**config.mk**
```make
export PLATFORM = sky130hd
export DESIGN_NAME = rational_arith_reduce
export DESIGN_NICKNAME = d
export VERILOG_FILES = /design/src/sv/rar_pkg.sv /design/src/sv/rar_divider.sv /design/src/sv/rational_arith_reduce.sv
export SDC_FILE = /design/constraint.sdc
export NUM_CORES = 2
export LEC_CHECK = 0
export BUFFER_PORTS_ARGS = -buffer_cell sky130_fd_sc_hd__buf_2
export CAP_MARGIN = 20
export CELL_PAD_IN_SITES_DETAIL_PLACEMENT = 0
export CELL_PAD_IN_SITES_GLOBAL_PLACEMENT = 1
export CORE_ASPECT_RATIO = 1.4
export CORE_MARGIN = 2
export CORE_UTILIZATION = 46
export CTS_CLUSTER_DIAMETER = 200
export DETAILED_ROUTE_END_ITERATION = 12
export MAX_ROUTING_LAYER = met4
export PLACE_DENSITY = 0.82
export SETUP_SLACK_MARGIN = 0.15
export SYNTH_ARGS = -nofsm -noshare
export SYNTH_HDL_FRONTEND = slang
export SYNTH_SLANG_ARGS = --single-unit
```
**constraint.sdc**
```tcl
create_clock -name aclk -period 10.1 [get_ports aclk]
set_input_delay 0 -clock aclk [delete_from_list [all_inputs] [get_ports aclk]]
set_output_delay 0 -clock aclk [all_outputs]
set_load 0.01 [all_outputs]
```
**src/sv/rar_pkg.sv**
```systemverilog
// Package for the rational arithmetic reduction block.
// Holds widths, operation codes, the divider status struct and a small helper.
// Used by rar_divider and rational_arith_reduce; depends on nothing else.
`default_nettype none

package rar_pkg;

    // Operand width and the widths that follow from it.
    localparam int OPERAND_WIDTH = 16;
    localparam int MAG_W         = 2 * OPERAND_WIDTH;
    localparam int OUT_W         = 33;
    localparam int CNT_W         = $clog2(MAG_W + 1);
    localparam int EXT_W         = (MAG_W + 1 > OUT_W) ? (MAG_W + 1) : OUT_W;
    localparam int MODE_W        = 3;

    // Operation codes.
    localparam logic [MODE_W-1:0] MODE_ADD = 3'd0;
    localparam logic [MODE_W-1:0] MODE_SUB = 3'd1;
    localparam logic [MODE_W-1:0] MODE_MUL = 3'd2;
    localparam logic [MODE_W-1:0] MODE_DIV = 3'd3;
    localparam logic [MODE_W-1:0] MODE_CMP = 3'd4;

    // Status of the shared divider.
    typedef struct packed {
        logic busy;
        logic done;
    } div_stat_t;

    // Magnitude of a two's complement operand.
    function automatic logic [OPERAND_WIDTH-1:0] sm_mag(input logic [OPERAND_WIDTH-1:0] x);
        sm_mag = x[OPERAND_WIDTH-1] ? (~x + 1'b1) : x;
    endfunction

endpackage

`default_nettype wire

```
**src/sv/rar_divider.sv**
```systemverilog
// Restoring unsigned divider, one quotient bit per cycle.
// Shared by the gcd loop and the two final reductions; uses rar_pkg.
`default_nettype none

module rar_divider (
    input  wire logic                     aclk,
    input  wire logic                     aresetn,
    input  wire logic                     start,
    input  wire logic [rar_pkg::MAG_W-1:0] dividend,
    input  wire logic [rar_pkg::MAG_W-1:0] divisor,
    output logic      [rar_pkg::MAG_W-1:0] quotient,
    output logic      [rar_pkg::MAG_W-1:0] remainder,
    output rar_pkg::div_stat_t             stat
);

    logic                        busy_reg, busy_next;
    logic                        done_reg, done_next;
    logic [rar_pkg::CNT_W-1:0]   cnt_reg, cnt_next;
    logic [rar_pkg::MAG_W-1:0]   rem_reg, rem_next;
    logic [rar_pkg::MAG_W-1:0]   quo_reg, quo_next;
    logic [rar_pkg::MAG_W-1:0]   dvs_reg, dvs_next;
    logic [rar_pkg::MAG_W:0]     shifted;
    logic [rar_pkg::MAG_W:0]     diff;
    logic                        ge;

    // One restoring step: shift in the next dividend bit and try a subtract.
    always_comb begin
        shifted   = {rem_reg, quo_reg[rar_pkg::MAG_W-1]};
        diff      = shifted - {1'b0, dvs_reg};
        ge        = (shifted >= {1'b0, dvs_reg});
        busy_next = busy_reg;
        done_next = 1'b0;
        cnt_next  = cnt_reg;
        rem_next  = rem_reg;
        quo_next  = quo_reg;
        dvs_next  = dvs_reg;
        if (start) begin
            busy_next = 1'b1;
            cnt_next  = '0;
            rem_next  = '0;
            quo_next  = dividend;
            dvs_next  = divisor;
        end else if (busy_reg) begin
            rem_next = ge ? diff[rar_pkg::MAG_W-1:0] : shifted[rar_pkg::MAG_W-1:0];
            quo_next = {quo_reg[rar_pkg::MAG_W-2:0], ge};
            cnt_next = cnt_reg + 1'b1;
            if (cnt_reg == rar_pkg::CNT_W'(rar_pkg::MAG_W - 1)) begin
                busy_next = 1'b0;
                done_next = 1'b1;
            end
        end
    end

    always_ff @(posedge aclk) begin
        if (!aresetn) begin
            busy_reg <= 1'b0;
            done_reg <= 1'b0;
            cnt_reg  <= '0;
        end else begin
            busy_reg <= busy_next;
            done_reg <= done_next;
            cnt_reg  <= cnt_next;
        end
        rem_reg <= rem_next;
        quo_reg <= quo_next;
        dvs_reg <= dvs_next;
    end

    assign quotient    = quo_reg;
    assign remainder   = rem_reg;
    assign stat.busy   = busy_reg;
    assign stat.done   = done_reg;

endmodule

`default_nettype wire

```
**src/sv/rational_arith_reduce.sv**
```systemverilog
// Rational add, subtract, multiply, divide and compare with gcd reduction.
// Steps: the multiply states ST_MUL0 and ST_MUL1 (and ST_MUL2 for add and subtract), a
// combine step, the gcd loop of divisions, then the numerator and denominator divisions.
// Compare goes to output after ST_MUL1, an error after the combine step, an unused mode
// after ST_MUL0. One item at a time; the next item is taken only back in the idle state.
// Synchronous active-low reset clears the sequencer and flags.
`default_nettype none

module rational_arith_reduce (
    input  wire logic                                    aclk,
    input  wire logic                                    aresetn,
    input  wire logic                                    s_valid,
    output logic                                         s_ready,
    input  wire logic        [rar_pkg::MODE_W-1:0]        s_mode,
    input  wire logic signed [rar_pkg::OPERAND_WIDTH-1:0] s_a_num,
    input  wire logic signed [rar_pkg::OPERAND_WIDTH-1:0] s_a_den,
    input  wire logic signed [rar_pkg::OPERAND_WIDTH-1:0] s_b_num,
    input  wire logic signed [rar_pkg::OPERAND_WIDTH-1:0] s_b_den,
    output logic                                         m_valid,
    input  wire logic                                    m_ready,
    output logic signed      [rar_pkg::OUT_W-1:0]         m_res_num,
    output logic signed      [rar_pkg::OUT_W-1:0]         m_res_den,
    output logic                                         m_is_equal,
    output logic                                         m_div_error
);

    localparam int OW = rar_pkg::OPERAND_WIDTH;
    localparam int MW = rar_pkg::MAG_W;

    localparam logic [3:0] ST_IDLE   = 4'd0;
    localparam logic [3:0] ST_MUL0   = 4'd1;
    localparam logic [3:0] ST_MUL1   = 4'd2;
    localparam logic [3:0] ST_MUL2   = 4'd3;
    localparam logic [3:0] ST_COMB   = 4'd4;
    localparam logic [3:0] ST_GSTART = 4'd5;
    localparam logic [3:0] ST_GWAIT  = 4'd6;
    localparam logic [3:0] ST_NSTART = 4'd7;
    localparam logic [3:0] ST_NWAIT  = 4'd8;
    localparam logic [3:0] ST_DSTART = 4'd9;
    localparam logic [3:0] ST_DWAIT  = 4'd10;
    localparam logic [3:0] ST_OUT    = 4'd11;

    logic [3:0]                 state_reg, state_next;
    logic [rar_pkg::MODE_W-1:0] mode_reg;
    logic [OW-1:0]              an_reg, ad_reg, bn_reg, bd_reg;
    logic                       ans_reg, ads_reg, bns_reg, bds_reg;
    logic [MW-1:0]              x_reg, y_reg, z_reg;
    logic                       xs_reg, ys_reg, zs_reg;
    logic [MW-1:0]              num_reg, den_reg, m_reg, n_reg, qn_reg, qd_reg;
    logic                       nums_reg, dens_reg, ms_reg, ns_reg;
    logic                       err_reg, eq_reg;
    logic                       mv_reg;
    logic [rar_pkg::OUT_W-1:0]  rn_reg, rd_reg;
    logic                       req_reg, rerr_reg;

    logic [OW-1:0]              mul_a, mul_b;
    logic                       mul_s;
    logic [MW-1:0]              prod;
    logic                       prod_neg;
    logic                       ys_eff;
    logic [MW-1:0]              sum_mag;
    logic                       sum_neg;
    logic [MW-1:0]              cnum_mag, cden_mag;
    logic                       cnum_neg, cden_neg;
    logic                       div_start;
    logic [MW-1:0]              div_dvd;
    logic [MW-1:0]              div_q, div_r;
    rar_pkg::div_stat_t         div_stat;
    logic                       is_arith;
    logic                       out_free;

    // Two's complement view of a sign and magnitude, wrapped to the output width.
    function automatic logic [rar_pkg::OUT_W-1:0] to_out(input logic neg,
                                                        input logic [MW-1:0] mag);
        logic [rar_pkg::EXT_W-1:0] v;
        v = rar_pkg::EXT_W'(mag);
        if (neg) begin
            v = -v;
        end
        to_out = v[rar_pkg::OUT_W-1:0];
    endfunction

    assign is_arith = (mode_reg == rar_pkg::MODE_ADD) || (mode_reg == rar_pkg::MODE_SUB) ||
                      (mode_reg == rar_pkg::MODE_MUL) || (mode_reg == rar_pkg::MODE_DIV);
    assign out_free = !mv_reg || m_ready;

    // Shared multiplier: one product of two magnitudes per cycle.
    always_comb begin
        case (state_reg)
            ST_MUL0: begin
                mul_a = an_reg;
                mul_b = (mode_reg == rar_pkg::MODE_MUL) ? bn_reg : bd_reg;
                mul_s = ans_reg ^ ((mode_reg == rar_pkg::MODE_MUL) ? bns_reg : bds_reg);
            end
            ST_MUL1: begin
                mul_a = ad_reg;
                mul_b = (mode_reg == rar_pkg::MODE_MUL) ? bd_reg : bn_reg;
                mul_s = ads_reg ^ ((mode_reg == rar_pkg::MODE_MUL) ? bds_reg : bns_reg);
            end
            default: begin
                mul_a = ad_reg;
                mul_b = bd_reg;
                mul_s = ads_reg ^ bds_reg;
            end
        endcase
        prod     = MW'(mul_a) * MW'(mul_b);
        prod_neg = mul_s && (prod != '0);
    end

    // Sign and magnitude add of the two cross products, then pick num and den.
    always_comb begin
        ys_eff = ys_reg ^ (mode_reg == rar_pkg::MODE_SUB);
        if (xs_reg == ys_eff) begin
            sum_mag = x_reg + y_reg;
            sum_neg = xs_reg;
        end else if (x_reg >= y_reg) begin
            sum_mag = x_reg - y_reg;
            sum_neg = xs_reg;
        end else begin
            sum_mag = y_reg - x_reg;
            sum_neg = ys_eff;
        end
        if ((mode_reg == rar_pkg::MODE_ADD) || (mode_reg == rar_pkg::MODE_SUB)) begin
            cnum_mag = sum_mag;
            cnum_neg = sum_neg && (sum_mag != '0);
            cden_mag = z_reg;
            cden_neg = zs_reg;
        end else begin
            cnum_mag = x_reg;
            cnum_neg = xs_reg;
            cden_mag = y_reg;
            cden_neg = ys_reg;
        end
    end

    // Divider operand selection.
    always_comb begin
        div_start = (state_reg == ST_GSTART) || (state_reg == ST_NSTART) ||
                    (state_reg == ST_DSTART);
        case (state_reg)
            ST_GSTART: div_dvd = m_reg;
            ST_NSTART: div_dvd = num_reg;
            default:   div_dvd = den_reg;
        endcase
    end

    rar_divider u_div (
        .aclk      (aclk),
        .aresetn   (aresetn),
        .start     (div_start),
        .dividend  (div_dvd),
        .divisor   (n_reg),
        .quotient  (div_q),
        .remainder (div_r),
        .stat      (div_stat)
    );

    // Sequencer.
    always_comb begin
        state_next = state_reg;
        case (state_reg)
            ST_IDLE: begin
                if (s_valid) begin
                    state_next = ST_MUL0;
                end
            end
            ST_MUL0: begin
                state_next = is_arith || (mode_reg == rar_pkg::MODE_CMP) ? ST_MUL1 : ST_OUT;
            end
            ST_MUL1: begin
                if (mode_reg == rar_pkg::MODE_CMP) begin
                    state_next = ST_OUT;
                end else if ((mode_reg == rar_pkg::MODE_MUL) ||
                             (mode_reg == rar_pkg::MODE_DIV)) begin
                    state_next = ST_COMB;
                end else begin
                    state_next = ST_MUL2;
                end
            end
            ST_MUL2:   state_next = ST_COMB;
            ST_COMB:   state_next = (cden_mag == '0) ? ST_OUT : ST_GSTART;
            ST_GSTART: state_next = ST_GWAIT;
            ST_GWAIT: begin
                if (div_stat.done) begin
                    state_next = (div_r == '0) ? ST_NSTART : ST_GSTART;
                end
            end
            ST_NSTART: state_next = ST_NWAIT;
            ST_NWAIT: begin
                if (div_stat.done) begin
                    state_next = ST_DSTART;
                end
            end
            ST_DSTART: state_next = ST_DWAIT;
            ST_DWAIT: begin
                if (div_stat.done) begin
                    state_next = ST_OUT;
                end
            end
            ST_OUT: begin
                if (out_free) begin
                    state_next = ST_IDLE;
                end
            end
            default:   state_next = ST_IDLE;
        endcase
    end

    // Control registers.
    always_ff @(posedge aclk) begin
        if (!aresetn) begin
            state_reg <= ST_IDLE;
            mv_reg    <= 1'b0;
            err_reg   <= 1'b0;
            eq_reg    <= 1'b0;
        end else begin
            state_reg <= state_next;
            if ((state_reg == ST_OUT) && out_free) begin
                mv_reg <= 1'b1;
            end else if (m_ready) begin
                mv_reg <= 1'b0;
            end
            if (state_reg == ST_IDLE) begin
                err_reg <= 1'b0;
                eq_reg  <= 1'b0;
            end else if (state_reg == ST_COMB) begin
                err_reg <= (cden_mag == '0);
            end else if ((state_reg == ST_MUL1) && (mode_reg == rar_pkg::MODE_CMP)) begin
                eq_reg <= (xs_reg == prod_neg) && (x_reg == prod);
            end
        end
    end

    // Datapath registers.
    always_ff @(posedge aclk) begin
        if ((state_reg == ST_IDLE) && s_valid) begin
            mode_reg <= s_mode;
            an_reg   <= rar_pkg::sm_mag(s_a_num);
            ad_reg   <= rar_pkg::sm_mag(s_a_den);
            bn_reg   <= rar_pkg::sm_mag(s_b_num);
            bd_reg   <= rar_pkg::sm_mag(s_b_den);
            ans_reg  <= s_a_num[OW-1];
            ads_reg  <= s_a_den[OW-1];
            bns_reg  <= s_b_num[OW-1];
            bds_reg  <= s_b_den[OW-1];
        end
        if (state_reg == ST_MUL0) begin
            x_reg  <= prod;
            xs_reg <= prod_neg;
        end
        if (state_reg == ST_MUL1) begin
            y_reg  <= prod;
            ys_reg <= prod_neg;
        end
        if (state_reg == ST_MUL2) begin
            z_reg  <= prod;
            zs_reg <= prod_neg;
        end
        if (state_reg == ST_COMB) begin
            num_reg  <= cnum_mag;
            nums_reg <= cnum_neg;
            den_reg  <= cden_mag;
            dens_reg <= cden_neg;
            m_reg    <= cnum_mag;
            ms_reg   <= cnum_neg;
            n_reg    <= cden_mag;
            ns_reg   <= cden_neg;
        end
        // Euclid step: the remainder takes the sign of the dividend.
        if ((state_reg == ST_GWAIT) && div_stat.done && (div_r != '0)) begin
            m_reg  <= n_reg;
            ms_reg <= ns_reg;
            n_reg  <= div_r;
            ns_reg <= ms_reg;
        end
        if ((state_reg == ST_NWAIT) && div_stat.done) begin
            qn_reg <= div_q;
        end
        if ((state_reg == ST_DWAIT) && div_stat.done) begin
            qd_reg <= div_q;
        end
        // Output stage.
        if ((state_reg == ST_OUT) && out_free) begin
            if (is_arith && !err_reg) begin
                rn_reg <= to_out(nums_reg ^ ns_reg && (qn_reg != '0), qn_reg);
                rd_reg <= to_out(dens_reg ^ ns_reg && (qd_reg != '0), qd_reg);
            end else begin
                rn_reg <= '0;
                rd_reg <= '0;
            end
            req_reg  <= eq_reg && (mode_reg == rar_pkg::MODE_CMP);
            rerr_reg <= err_reg && is_arith;
        end
    end

    assign s_ready     = (state_reg == ST_IDLE);
    assign m_valid     = mv_reg;
    assign m_res_num   = rn_reg;
    assign m_res_den   = rd_reg;
    assign m_is_equal  = req_reg;
    assign m_div_error = rerr_reg;

    // The divider is only started when it is free.
    a_div_free: assert property (@(posedge aclk) disable iff (!aresetn)
        div_start |-> !div_stat.busy)
        else $error("divider started while busy");

    // An error result carries zero parts and no equality.
    a_err_zero: assert property (@(posedge aclk) disable iff (!aresetn)
        (mv_reg && rerr_reg) |-> (rn_reg == '0) && (rd_reg == '0) && !req_reg)
        else $error("error result with nonzero parts");

    // Input is never taken while the gcd loop runs.
    a_no_take: assert property (@(posedge aclk) disable iff (!aresetn)
        (state_reg == ST_GWAIT) |-> !s_ready)
        else $error("ready during gcd");

endmodule

`default_nettype wire

```
==> qor.tcl <==
set qor(timing.setup.critical_path_class) {register to register}
set qor(num_io_pins) 141
set qor(drt-wirelength-per-cell_um) 23.23
set qor(vias_per_cell) 5.651
set qor(synth_sequential_area_ratio) 0.4093
set qor(synth_enable_flop_cells) 498
set qor(grt_start_max_net_pins) 72
set qor(mostFrequentLayoutCell) {sky130_fd_sc_hd__edfxtp_1}
set qor(timing.fmax_mhz) 109.4
set qor(critical_path.max_fanout) 67
set qor(finalCritPeriodShare) 0.9050
set qor(aggregate_negative_setup_slack_ns) 0
set qor(wl_um) 120700
set qor(worst-r2r-setup-slack_ns) 0.96
set qor(ys_seq_elements) 545
set qor(slowest_cp_cell) {sky130_fd_sc_hd__mux2i_1}
set qor(grt_overflow_total) 0
set qor(min_delay_path_depth) 2
set qor(hold_end) {bn_reg[0]$_DFFE_PP_}
set qor(cts_buffers) 52
set qor(hold_viol_final) 0
set qor(drive_gt1_frac) 0.09742
set qor(finish.cell_count_without_fillers) 5194
set qor(root_buffer_selected_by_cts) {sky130_fd_sc_hd__clkbuf_16}
set qor(status) {completed}
set qor(rsz0062_at_grt) {false}
set qor(y_dimension_of_the_die_um) 347.8
set qor(start_kind) {register}
set qor(grt_antenna_before_repair) 0
set qor(ys.flop_type) {sky130_fd_sc_hd__edfxtp_1}
set qor(dp_hpwl_um) 95680
set qor(tightestPinTransition_ns) 1.217
set qor(global_route_wire_length_before_repair_um) 182300
set qor(clk-insertion-delay-late_ns) 0.68
set qor(cp-end-kind) {register}
set qor(timing.final.setup_violations) 0
set qor(worst_ep_arrival_time_ns) 9.57
set qor(postSynthNetCount) 4340
set qor(n_antenna_cell) 0
set qor(vias) 29350
set qor(critical_path.startpoint) {state_reg[0]$_SDFFE_PN0P_}
set qor(most-common-layout-cells) {498 x sky130_fd_sc_hd__edfxtp_1, 413 x sky130_fd_sc_hd__inv_1, 357 x sky130_fd_sc_hd__nor2_1, 338 x sky130_fd_sc_hd__nand2_1, 237 x sky130_fd_sc_hd__ha_1}
set qor(placed_cells_incl_taps) 4979
set qor(postSynthCellCount) 3834
set qor(number_of_global_route_vias_before_repair) 30940
set qor(skew_ns) 0.06155
set qor(cts_tree) {built}
set qor(detail_route.iter0.violations) 1766
set qor(die_w_um) 249.6
set qor(placement_rows) 126
set qor(required_ns) 10.53
set qor(hold_path_startpoint) {s_b_num[0]}
set qor(num-nets-final) 4569
set qor(drc) 0
set qor(port_buffers) 140
set qor(crit-reg2reg-launch) {state_reg[0]$_SDFFE_PN0P_}
set qor(period_needed_ns) 9.141
set qor(pins_over_slew_limit) 0
set qor(synth_to_final_area_change_pct) 13.10
set qor(core-area_sq_um) 84030
set qor(post_synth.cell_area_avg_sq_um) 10.13
set qor(holdCritPathClass) {input port to register}
set qor(async_flop_share) 0
set qor(critical_path.max_stage_delay_ns) 0.87
set qor(gpl.final_weighted_congestion) 0.9947
set qor(cts_clk_pin_slew_worst_paths_ns) 0.07
set qor(first_pass_iters) 5
set qor(crit-reg2reg-capture) {ys_reg$_DFFE_PN_}
set qor(ant_nets) 0
set qor(groute.usage.overall) 0.2865
set qor(worstRegToRegCells) 27
set qor(synth.lib_cells_used.distinct) 83
set qor(htree_num_levels) 2
set qor(timing.max_cap.violations) 0
set qor(post_synth_instance_area_sq_um) 38830
set qor(slew_headroom) 0.1770
set qor(floorplan.initialDensity) 0.4621
set qor(fp.dieArea_sq_um) 86790
set qor(post-cts-setup-buffers) 0
set qor(critical-path-top-cell-by-count) {sky130_fd_sc_hd__fa_1}
set qor(yosysWarnings) 0
set qor(clk_path_buf_depth) 3
set qor(cts.sinks) 545
[synthesized netlist by cell type (all sizes together) (5+ instances only)]
master     n  area [sq um]
or3       40         250.2
and3       6         37.54
mux2      65         731.9
mux2i     95         963.4
nor4      35         234.0
xor2      80         700.7
a31oi     26         168.9
nand3     39         195.2
nand3b     6         45.04
o21ai    224          1125
and2       9         56.30
edfxtp   498         14950
dfxtp     47         940.9
a211oi    27         202.7
o211a      6         60.06
o21a      16         120.1
nand4     45         281.5
ha       237          2965
xnor2    150          1314
o31ai     47         352.8
a311oi     5         43.79
nand2    340          1276
or4       11         82.58
o2111ai   15         131.4
a21oi    230          1151
o221ai     8         70.07
o41ai      7         61.31
a21o      46         345.3
nor4b      9         85.08
nor3b     39         292.8
a221oi    37         324.1
clkbuf   116         435.4
inv      424          1592
nor2b     24         150.1
buf       31         147.6
a21boi    17         127.6
o211ai    17         127.6
o22ai      6         37.54
nor2     360          1354
nor3      66         330.3
or2       20         125.1
o21bai    23         172.7
nand2b    29         181.4
fa       198          3964
[worst max path at each step]
stage	slack, ns	end	depth (start not counted)
global route	0.53	ys_reg$_DFFE_PN_	27
finish	0.96	ys_reg$_DFFE_PN_	27
floorplan	0.80	xs_reg$_DFFE_PP_	29
CTS	0.94	ys_reg$_DFFE_PN_	27
global placement	0.91	ys_reg$_DFFE_PN_	27
detailed placement	0.90	xs_reg$_DFFE_PP_	27
[per-layer routing]
metal / global-route usage / vias up / wire length [um]
met1: 0.2702 / 14250 / 40960
met3: 0.02587 / 353 / 4284
met2: 0.5466 / 823 / 65400
li1: - / 13930 / -
met4: 0.1954 / 0 / 10030
met5: - / - / 0
[cell families (layout without fill, tap and decap cells)]
group	Yosys count	count (layout)	synth area share
AOI/OAI and AO/OA	799	799	0.1290
DFF	545	545	0.4093
and+or+nand+nor	1092	1092	0.1315
adders and majority gates	435	435	0.1784
buffers and inverters	573	845	0.05619
muxes	160	160	0.04366
xor gates and xnor gates	230	230	0.05188
[area by class of cell]
cell class                      count  area, sq um
Clock buffer                       65         1400
Clock inverter                     32        399.1
Fill cell                        7538        40110
Inverter                          426         1599
Multi-Input combinational cell   2716        20880
Sequential cell                   545        15900
Tap cell                         1088         1361
Timing Repair Buffer              322         2377
[repair_timing]
action	in CTS	in global routing
resized for setup	0	0
hold buffers	116	0
hold endpoints to repair	85	0
[through the flow]
step	util	instance area (sq um)	setup WS (ns)	hold slack, ns
floorplan	-	38840	0.7992	0.09887
global placement	0.4872	40940	0.9140	0.2158
detailed placement	0.4872	40940	0.8999	0.2177
CTS	0.5224	43900	0.9370	0.09272
global route	0.5227	43920	0.5251	0.1122
finish	0.5227	43920	0.9595	0.1217
[critical path: cells and delay by family (launching register included)]
kind            cells  cell delay, ns
compound gates      4            1.27
xor+xnor            1            0.22
flops               1            0.44
buf+inv             7            0.88
simple gates        7            2.10
fa+ha+maj           7            3.11
mux                 1            0.87
Power is not shown: default switching activity piles up to over one toggle a cycle in this logic, so the estimate is an artifact.
